## config.mk

```make
export PLATFORM = sky130hd
export DESIGN_NAME = bounded_sorted_priority_queue_core
export DESIGN_NICKNAME = d
export VERILOG_FILES = /design/src/hw/rtl/bsq_pkg.sv /design/src/hw/rtl/bsq_datapath.sv /design/src/hw/rtl/bsq_ctrl.sv /design/src/hw/rtl/bounded_sorted_priority_queue_core.sv
export SDC_FILE = /design/constraint.sdc
export NUM_CORES = 2
export LEC_CHECK = 0
export ABC_AREA = 0
export CORE_ASPECT_RATIO = 1.25
export CORE_UTILIZATION = 26
export CTS_BUF_LIST = sky130_fd_sc_hd__clkbuf_8 sky130_fd_sc_hd__clkbuf_16
export DETAILED_ROUTE_END_ITERATION = 10
export DONT_BUFFER_PORTS = 1
export PLACE_DENSITY = 0.5
export SLEW_MARGIN = 10
export SYNTH_ARGS = -nofsm -noshare
export SYNTH_HDL_FRONTEND = slang
export SYNTH_SLANG_ARGS = --single-unit
```

## constraint.sdc

```tcl
create_clock -name clk -period 6.9 [get_ports clk]
set_input_delay 0.345 -clock clk [delete_from_list [all_inputs] [get_ports clk]]
set_output_delay 0.345 -clock clk [all_outputs]
set_load 0.03 [all_outputs]
```

## src/hw/rtl/bsq_pkg.sv

```systemverilog
// Shared constants, codes and control types of the bounded sorted priority queue.
package bsq_pkg;

  localparam int DEPTH_DEF         = 16;
  localparam int KEY_WIDTH_DEF     = 16;
  localparam int PAYLOAD_WIDTH_DEF = 32;

  localparam int OPCODE_W = 2;
  localparam int STATUS_W = 2;
  localparam int PADDR_W  = 3;

  localparam logic [OPCODE_W-1:0] OP_INSERT = 2'd0;
  localparam logic [OPCODE_W-1:0] OP_REMOVE = 2'd1;
  localparam logic [OPCODE_W-1:0] OP_READ   = 2'd2;

  localparam logic [STATUS_W-1:0] ST_OK      = 2'd0;
  localparam logic [STATUS_W-1:0] ST_FULL    = 2'd1;
  localparam logic [STATUS_W-1:0] ST_EVICTED = 2'd2;
  localparam logic [STATUS_W-1:0] ST_ABSENT  = 2'd3;

  // Register index as seen on the word-select bit of paddr.
  localparam logic REG_CAPACITY = 1'b0;

  typedef struct packed {
    logic load;
    logic compare;
    logic commit;
  } cmd_t;

endpackage

```

## src/hw/rtl/bsq_datapath.sv

```systemverilog
// Datapath of the priority queue: entry row, insert position search, update and result register.
module bsq_datapath #(
  parameter int DEPTH         = bsq_pkg::DEPTH_DEF,
  parameter int KEY_WIDTH     = bsq_pkg::KEY_WIDTH_DEF,
  parameter int PAYLOAD_WIDTH = bsq_pkg::PAYLOAD_WIDTH_DEF,
  parameter int IDX_W         = 4,
  parameter int CNT_W         = 5,
  parameter int IN_W          = 54,
  parameter int OUT_W         = 55
) (
  input  logic                clk,
  input  logic                rst,
  input  bsq_pkg::cmd_t       cmd,
  input  logic [CNT_W-1:0]    capacity,
  input  logic [IN_W-1:0]     in_data,
  output logic [OUT_W-1:0]    out_data
);

  localparam int KEY_LO = bsq_pkg::OPCODE_W;
  localparam int PAY_LO = KEY_LO + KEY_WIDTH;
  localparam int IDX_LO = PAY_LO + PAYLOAD_WIDTH;

  logic [bsq_pkg::OPCODE_W-1:0] op_r;
  logic [KEY_WIDTH-1:0]         key_r;
  logic [PAYLOAD_WIDTH-1:0]     pay_r;
  logic [IDX_W-1:0]             idx_r;

  logic [KEY_WIDTH-1:0]     keys [DEPTH];
  logic [PAYLOAD_WIDTH-1:0] pays [DEPTH];
  logic [CNT_W-1:0]         count;
  logic [CNT_W-1:0]         pos;
  logic [CNT_W-1:0]         pos_next;
  logic [DEPTH-1:0]         gt;

  logic [bsq_pkg::STATUS_W-1:0] out_status;
  logic [KEY_WIDTH-1:0]         out_key;
  logic [PAYLOAD_WIDTH-1:0]     out_pay;
  logic [CNT_W-1:0]             out_count;

  logic [CNT_W-1:0]             cap_eff;
  logic [CNT_W-1:0]             idx_ext;
  logic                         full;
  logic                         idx_ok;
  logic                         ins_en;
  logic                         rem_en;
  logic [CNT_W-1:0]             last;
  logic [CNT_W-1:0]             count_next;
  logic [bsq_pkg::STATUS_W-1:0] status;
  logic [KEY_WIDTH-1:0]         rd_key;
  logic [PAYLOAD_WIDTH-1:0]     rd_pay;

  // Every held entry is compared with the new key at once; the first larger one marks the slot.
  always_comb begin
    for (int i = 0; i < DEPTH; i++) begin
      gt[i] = (CNT_W'(i) < count) && (keys[i] > key_r);
    end
    pos_next = count;
    for (int i = DEPTH - 1; i >= 0; i--) begin
      if (gt[i]) begin
        pos_next = CNT_W'(i);
      end
    end
  end

  assign cap_eff = (capacity > CNT_W'(DEPTH)) ? CNT_W'(DEPTH) : capacity;
  assign full    = count >= cap_eff;
  assign idx_ext = CNT_W'(idx_r);
  assign idx_ok  = idx_ext < count;

  always_comb begin
    ins_en     = 1'b0;
    rem_en     = 1'b0;
    status     = bsq_pkg::ST_ABSENT;
    rd_key     = '0;
    rd_pay     = '0;
    count_next = count;
    last       = count;
    case (op_r)
      bsq_pkg::OP_INSERT: begin
        if (!full) begin
          ins_en     = 1'b1;
          status     = bsq_pkg::ST_OK;
          count_next = count + CNT_W'(1);
        end else if (pos >= cap_eff) begin
          status = bsq_pkg::ST_FULL;
        end else begin
          ins_en = 1'b1;
          status = bsq_pkg::ST_EVICTED;
          last   = count - CNT_W'(1);
        end
      end
      bsq_pkg::OP_REMOVE: begin
        if (idx_ok) begin
          rem_en     = 1'b1;
          status     = bsq_pkg::ST_OK;
          count_next = count - CNT_W'(1);
        end
      end
      bsq_pkg::OP_READ: begin
        if (idx_ok) begin
          status = bsq_pkg::ST_OK;
          rd_key = keys[idx_r];
          rd_pay = pays[idx_r];
        end
      end
      default: begin
      end
    endcase
  end

  always_ff @(posedge clk) begin
    if (cmd.load) begin
      op_r  <= in_data[bsq_pkg::OPCODE_W-1:0];
      key_r <= in_data[KEY_LO +: KEY_WIDTH];
      pay_r <= in_data[PAY_LO +: PAYLOAD_WIDTH];
      idx_r <= in_data[IDX_LO +: IDX_W];
    end
    if (cmd.compare) begin
      pos <= pos_next;
    end
    if (cmd.commit) begin
      out_status <= status;
      out_key    <= rd_key;
      out_pay    <= rd_pay;
      out_count  <= count_next;
    end
    if (rst) begin
      for (int i = 0; i < DEPTH; i++) begin
        keys[i] <= '0;
        pays[i] <= '0;
      end
    end else if (cmd.commit) begin
      if (ins_en && pos == '0) begin
        keys[0] <= key_r;
        pays[0] <= pay_r;
      end
      for (int i = 1; i < DEPTH; i++) begin
        if (ins_en && CNT_W'(i) == pos) begin
          keys[i] <= key_r;
          pays[i] <= pay_r;
        end else if (ins_en && CNT_W'(i) > pos && CNT_W'(i) <= last) begin
          keys[i] <= keys[i-1];
          pays[i] <= pays[i-1];
        end
      end
      for (int i = 0; i < DEPTH - 1; i++) begin
        if (rem_en && CNT_W'(i) >= idx_ext && CNT_W'(i + 1) < count) begin
          keys[i] <= keys[i+1];
          pays[i] <= pays[i+1];
        end
      end
      // The slot freed by a removal is cleared.
      for (int i = 0; i < DEPTH; i++) begin
        if (rem_en && CNT_W'(i) == count_next) begin
          keys[i] <= '0;
          pays[i] <= '0;
        end
      end
    end
  end

  always_ff @(posedge clk) begin
    if (rst) begin
      count <= '0;
    end else if (cmd.commit) begin
      count <= count_next;
    end
  end

  assign out_data = {out_count, out_pay, out_key, out_status};

`ifndef SYNTHESIS
  a_count_bound: assert property (@(posedge clk) disable iff (rst)
    count <= CNT_W'(DEPTH))
    else $error("entry count exceeds depth");
  a_count_stable: assert property (@(posedge clk) disable iff (rst)
    !cmd.commit |=> $stable(count))
    else $error("entry count changed without a commit");
`endif

endmodule

```

## src/hw/rtl/bsq_ctrl.sv

```systemverilog
// Controller state machine of the priority queue: handshakes and datapath commands.
module bsq_ctrl (
  input  logic          clk,
  input  logic          rst,
  input  logic          s_tvalid,
  output logic          s_tready,
  output logic          m_tvalid,
  input  logic          m_tready,
  output bsq_pkg::cmd_t cmd
);

  typedef enum logic [1:0] {
    S_IDLE,
    S_COMPARE,
    S_COMMIT
  } state_t;

  state_t state;
  logic   out_valid;
  logic   out_free;

  assign out_free    = !out_valid || m_tready;
  assign s_tready    = state == S_IDLE;
  assign m_tvalid    = out_valid;
  assign cmd.load    = (state == S_IDLE) && s_tvalid;
  assign cmd.compare = state == S_COMPARE;
  assign cmd.commit  = (state == S_COMMIT) && out_free;

  always_ff @(posedge clk) begin
    if (rst) begin
      state     <= S_IDLE;
      out_valid <= 1'b0;
    end else begin
      out_valid <= cmd.commit || (out_valid && !m_tready);
      unique case (state)
        S_IDLE: begin
          if (s_tvalid) begin
            state <= S_COMPARE;
          end
        end
        S_COMPARE: begin
          state <= S_COMMIT;
        end
        S_COMMIT: begin
          if (out_free) begin
            state <= S_IDLE;
          end
        end
        default: begin
          state <= S_IDLE;
        end
      endcase
    end
  end

`ifndef SYNTHESIS
  a_cmd_onehot: assert property (@(posedge clk) disable iff (rst)
    $onehot0({cmd.load, cmd.compare, cmd.commit}))
    else $error("more than one datapath command at once");
  a_load_then_compare: assert property (@(posedge clk) disable iff (rst)
    cmd.load |=> cmd.compare && !s_tready)
    else $error("accepted transaction was not followed by a compare");
`endif

endmodule

```

## src/hw/rtl/bounded_sorted_priority_queue_core.sv

```systemverilog
// Top level of the bounded sorted priority queue: stream ports, configuration port and wiring.
//
// Input stream (s_t*): one transaction is one operation: insert a key and payload,
// remove the entry at an index, or read the entry at an index (index 0 is the front).
// Output stream (m_t*): one result transaction per operation, carrying the status,
// the key and payload read (zero unless a read succeeded) and the entry count after
// the operation.
// Each operation is captured, then all held keys are compared with the new key in parallel
// to find the insert slot, and then the entry row is shifted and the result register is
// loaded. A new transaction is taken only after the previous operation has committed;
// m_tvalid rises when the result register is loaded at the end of the commit state.
// The result register sits between the two sides, so one operation is accepted while
// an earlier result waits. If the receiver stalls, the finished operation holds in its
// last step until the result register is free, and the input is not ready meanwhile.
// The capacity register is to be written through the APB port only while the queue
// is idle; the user must keep to this, as the core does not enforce it.
// Reset empties the queue and sets the capacity to the built depth.
module bounded_sorted_priority_queue_core #(
  parameter int DEPTH         = bsq_pkg::DEPTH_DEF,
  parameter int KEY_WIDTH     = bsq_pkg::KEY_WIDTH_DEF,
  parameter int PAYLOAD_WIDTH = bsq_pkg::PAYLOAD_WIDTH_DEF,
  localparam int IDX_W        = (DEPTH > 1) ? $clog2(DEPTH) : 1,
  localparam int CNT_W        = $clog2(DEPTH + 1),
  localparam int IN_W         = bsq_pkg::OPCODE_W + KEY_WIDTH + PAYLOAD_WIDTH + IDX_W,
  localparam int OUT_W        = bsq_pkg::STATUS_W + KEY_WIDTH + PAYLOAD_WIDTH + CNT_W,
  localparam int IN_BYTES_W   = ((IN_W + 7) / 8) * 8,
  localparam int OUT_BYTES_W  = ((OUT_W + 7) / 8) * 8
) (
  input  logic                         clk,
  input  logic                         rst,
  input  logic                         s_tvalid,
  output logic                         s_tready,
  // Fields from bit 0 up: opcode, key, payload, index, zero fill.
  input  logic [IN_BYTES_W-1:0]        s_tdata,
  output logic                         m_tvalid,
  input  logic                         m_tready,
  // Fields from bit 0 up: status, out_key, out_payload, count, zero fill.
  output logic [OUT_BYTES_W-1:0]       m_tdata,
  input  logic                         psel,
  input  logic                         penable,
  input  logic                         pwrite,
  input  logic [bsq_pkg::PADDR_W-1:0]  paddr,
  input  logic [31:0]                  pwdata,
  output logic [31:0]                  prdata,
  output logic                         pready
);

  bsq_pkg::cmd_t    cmd;
  logic [CNT_W-1:0] capacity;
  logic [OUT_W-1:0] out_data;
  logic             reg_sel;

  assign pready  = 1'b1;
  assign reg_sel = paddr[bsq_pkg::PADDR_W-1] == bsq_pkg::REG_CAPACITY;
  assign prdata  = reg_sel ? 32'(capacity) : '0;

  always_ff @(posedge clk) begin
    if (rst) begin
      capacity <= CNT_W'(DEPTH);
    end else if (psel && penable && pwrite && pready && reg_sel) begin
      capacity <= pwdata[CNT_W-1:0];
    end
  end

  bsq_ctrl u_ctrl (
    .clk      (clk),
    .rst      (rst),
    .s_tvalid (s_tvalid),
    .s_tready (s_tready),
    .m_tvalid (m_tvalid),
    .m_tready (m_tready),
    .cmd      (cmd)
  );

  bsq_datapath #(
    .DEPTH         (DEPTH),
    .KEY_WIDTH     (KEY_WIDTH),
    .PAYLOAD_WIDTH (PAYLOAD_WIDTH),
    .IDX_W         (IDX_W),
    .CNT_W         (CNT_W),
    .IN_W          (IN_W),
    .OUT_W         (OUT_W)
  ) u_datapath (
    .clk      (clk),
    .rst      (rst),
    .cmd      (cmd),
    .capacity (capacity),
    .in_data  (s_tdata[IN_W-1:0]),
    .out_data (out_data)
  );

  assign m_tdata = OUT_BYTES_W'(out_data);

endmodule
```

==> run summary <==
The critical path ends at u_datapath.pays[5][25]. The area of combinational cells with multiple inputs is ~0.033 mm2. Summed over all nets, the switching power comes to around 3.7 mW. In the finished design, the share of the clock period the worst path needs comes to 0.830. The post-synthesis sequential element count came out at 895. In this run the power density over the cells is 204 mW/mm2.

Internal power comes to around 9.6 mW. The share of post-route cells with drive strength above 1 is 0.131. The top-level I/O count came out at between 150 and 200.

The area of the placeable core came out at about 0.22 mm2. The net switching fraction of the power is 0.277. The number of cells on the worst reg-to-reg path is 11.

In this run, distinct cell masters in the synthesized netlist total between 80 and 90. The layout net count came out at 5757. The largest vdd supply drop came out at ~0.2 mV. The congestion estimate from routability-driven global placement came to between 0.9 and 1. The part of the power in combinational logic is 0.105.

The routing usage on met1 came out at 0.263. In the post-synthesis netlist, the biggest area contributors are sky130_fd_sc_hd__edfxtp_1 26%, sky130_fd_sc_hd__dfxtp_1 14%, sky130_fd_sc_hd__mux4_2 9.3%, sky130_fd_sc_hd__ha_1 5.9%, sky130_fd_sc_hd__a211oi_1 5.5%. The count of final setup violators is 0. After detailed routing, the number of remaining DRC violations is 0.

Setup repair after global routing left no endpoint under its margin. The floorplan has between 150 and 200 rows. The first global-routing pass estimated around 370 mm of wire. Of the total power, registers draw 0.459.

In the layout the commonest cells are 632 x sky130_fd_sc_hd__nor2_1, 498 x sky130_fd_sc_hd__edfxtp_1, 425 x sky130_fd_sc_hd__a211oi_1, 397 x sky130_fd_sc_hd__dfxtp_1, 306 x sky130_fd_sc_hd__mux2i_1. The total track usage is 0.226. In this run the clock root is driven by a sky130_fd_sc_hd__clkbuf_16. Setup total negative slack on the finished layout was measured at 0 ns. The count of synthesis-stage warnings from yosys came out at 0. The H-tree depth is 3. The maximum clock frequency came out at ~0.17 GHz. TritonCTS built the clock tree. The number of hold buffers added after cts is 61.

The share of total power in the clock network came out at 0.436. The endpoint identified for the worst register-to-register timing path is u_datapath.pays[5][25]. Counting tap cells, the placed design contains a total of between 8k and 9k instances. The total routed wirelength came out at 262 mm. The number of failing hold endpoints at the final stage came to 0. The maximum number of buffers from clock root to sink is 3.

The routed via count divided by cell count is 6.18. STA classifies the critical path startpoint as a flip-flop. In this run the worst setup path begins at u_datapath.count[0].

The top flip-flop cell by instance count after synthesis is sky130_fd_sc_hd__edfxtp_1. The library cell used most frequently in the layout, excluding fill and tap cells, is sky130_fd_sc_hd__nor2_1. Traced cell by cell, the critical path runs through inv_1, ha_1, nand2b_1, a31oi_2, o21ai_1, nand2_1, o311a_4, a311o_1, nor2_1, o21ai_4, buf_4. Global routing finished with a remaining overflow of 0. Buffers inserted during clock tree synthesis total 106. Of the synthesized area, sequential elements account for 0.394. For the finished layout, the period the worst path requires is around 5.7 ns. At the end of the flow the core is filled with cells to 0.294.

The slowest stage of the critical path is the sky130_fd_sc_hd__o311a_4 cell. The number of buffers inserted by post-CTS setup repair is 0. The count of fill cells added during filler insertion came out at 23.0k. The share of synthesized area in the top cell type comes to 0.257. The antenna violation net count after detailed routing is 0. The worst clock skew came out at ~0.066 ns. In this run the worst path has a maximum fanout of 28. The sequential cells in the finished layout cover a total of about 0.023 mm2. Summing internal, switching and leakage power gives roughly 13 mW. The die extent in x came out at 425 um.

The number of synthesized flops with an enable pin came out at ~500. The area of the die is about 0.23 mm2. The die height came out at around 530 um. The run finished with clean final reports. After synthesis, the share of flip-flops with an asynchronous set or reset is 0.

The number of global-route vias before repair is roughly 51k. The startpoint identified for the worst register-to-register timing path is u_datapath.count[0]. The count of placed standard cells in the final layout, fillers left out came out at ~8.4k. The maximum number of pins on one net before global-route repair came out at ~100.

The DRC violation total after the first TritonRoute iteration is ~5.8k. For this run, the slowest stage of the critical path takes 0.80 ns. The library cell with the largest summed area after synthesis is sky130_fd_sc_hd__edfxtp_1. The clock transition at the registers of the reported paths came out at around 0.060 ns. The relative max-transition margin came out at 0.204. The tool flagged a number of max-cap violations equal to 0. The wire length per cell is slightly above 30 um. The cell leakage power came out at 23.1 nW. For this configuration, the core starts out at a cell density of 0.262. The initial antenna violation count came out at 13. The met3 layer usage reported by global route is 0.0435.

The latest clock arrival within the worst-skew pair came out at 0.78 ns. The first-pass iteration count of the detailed router is 10. met2 is the most crowded layer. STA classifies the critical path endpoint as a flip-flop. Post-CTS repair changed the size of 0 cells.

The worst path arrival time came out at approximately 6.2 ns. In the global route stage, met2 resource usage came out at 0.375. The required time at the endpoint of the critical path is approximately 7.3 ns. The clock net in this run drives a total of between 800 and 900 sinks.

The minimum setup slack among reg-to-reg paths came out at 1.17 ns. The total via count in the routed design is 52.0k. The class of the worst hold path is primary input to flip-flop. The critical path is of the flip-flop to flip-flop type. The cell area after synthesis is between 0.05 and 0.06 mm2. The slew of the pin with the lowest slew margin is around 1.2 ns.

The post-synthesis cell count came out at ~5.7k. Input and output buffers added on the ports amount to 0. Summed over all nets, the half-perimeter wirelength after detailed placement is 165 mm. The layout overhead on the synthesized area came out at 12.1%. The number of slew-limit violations in the final report is 0.

The average footprint of a synthesized cell came out at a little over 10 um2.
routing by layer:
layer	vias up	wire, um
li1	21886	-
met1	26305	98300
met2	2894	125000
met3	885	19600
met4	6	18500
met5	-	45
synth_stat cells (all sizes together), types with 119 or more instances:
library cell,instances
edfxtp,498
nand2,203
o22ai,197
mux4,240
a211oi,428
nor3,119
dfxtp,397
mux2i,306
nor2,640
o21ai,229
ha,276
a21oi,205
clkbuf,423
buf,233
registers in the layout, summed over array words and instances (netlist names), 5 cells and up:
signal                flops
capacity                  5
u_datapath.count          5
u_datapath.key_r         16
u_datapath.keys         256
u_datapath.out_count      5
u_datapath.out_key       16
u_datapath.out_pay       32
u_datapath.pay_r         32
u_datapath.pays         512
u_datapath.pos            5
worst min path at each step:
stage	from	end	slack, ns	cells after the start
CTS	rst	u_datapath.keys[9][11]	0.004	3
floorplan	u_datapath.pays[15][11]	u_datapath.pays[15][11]	0.44	2
global placement	rst	capacity[0]	0.42	1
finish	pwrite	capacity[1]	0.05	3
global route	rst	u_datapath.keys[9][10]	0.06	3
detailed placement	rst	u_ctrl.state[1]	0.43	1
final cells by class:
type / count / area share
antenna: 8 / 0.000307
clock buffer: 129 / 0.0462
clock inverter: 70 / 0.00765
inverter: 60 / 0.00349
multi-input combinational: 4103 / 0.505
sequential: 895 / 0.351
tap: 2925 / 0.0561
timing repair buffer: 217 / 0.0300
stage by stage:
stage / cell area [um2] / hold WS, ns / setup slack [ns]
6_report: 65200 / 0.0494 / 1.17
5_1_grt: 65200 / 0.0636 / 0.998
4_1_cts: 65200 / 0.00413 / 1.30
3_5_place_dp: 61100 / 0.427 / 1.30
3_3_place_gp: 61100 / 0.424 / 1.33
2_1_floorplan: 58300 / 0.442 / 0.808
logic make-up after synthesis:
family / count (synthesis) / share of synthesized area
AOI/OAI and AO/OA: 1836 / 0.231
xor gates and xnor gates: 1 / 0.000151
adders and majority gates: 276 / 0.0594
buffers and inverters: 716 / 0.0526
DFF: 895 / 0.394
muxes: 597 / 0.155
other: 2 / 0.000129
and+or+nand+nor: 1364 / 0.107
critical path: cells and delay by family, from the launching register on:
kind            cells  cell delay [ns]
flops               1             0.71
buf+inv             2             0.82
fa+ha+maj           1             0.38
compound gates      5             2.53
simple gates        3             0.86
power by group through the flow:
stage,Clock [mW],Sequential (mW),Combinational (mW)
3_3_place_gp,0,6.20,1.32
3_5_place_dp,0,6.20,1.34
2_1_floorplan,0,6.04,0.968
5_1_grt,6.07,6.12,1.49
4_1_cts,5.89,6.09,1.38
6_report,5.79,6.10,1.40
No activity file was read; power rests on OpenSTA's default activity.
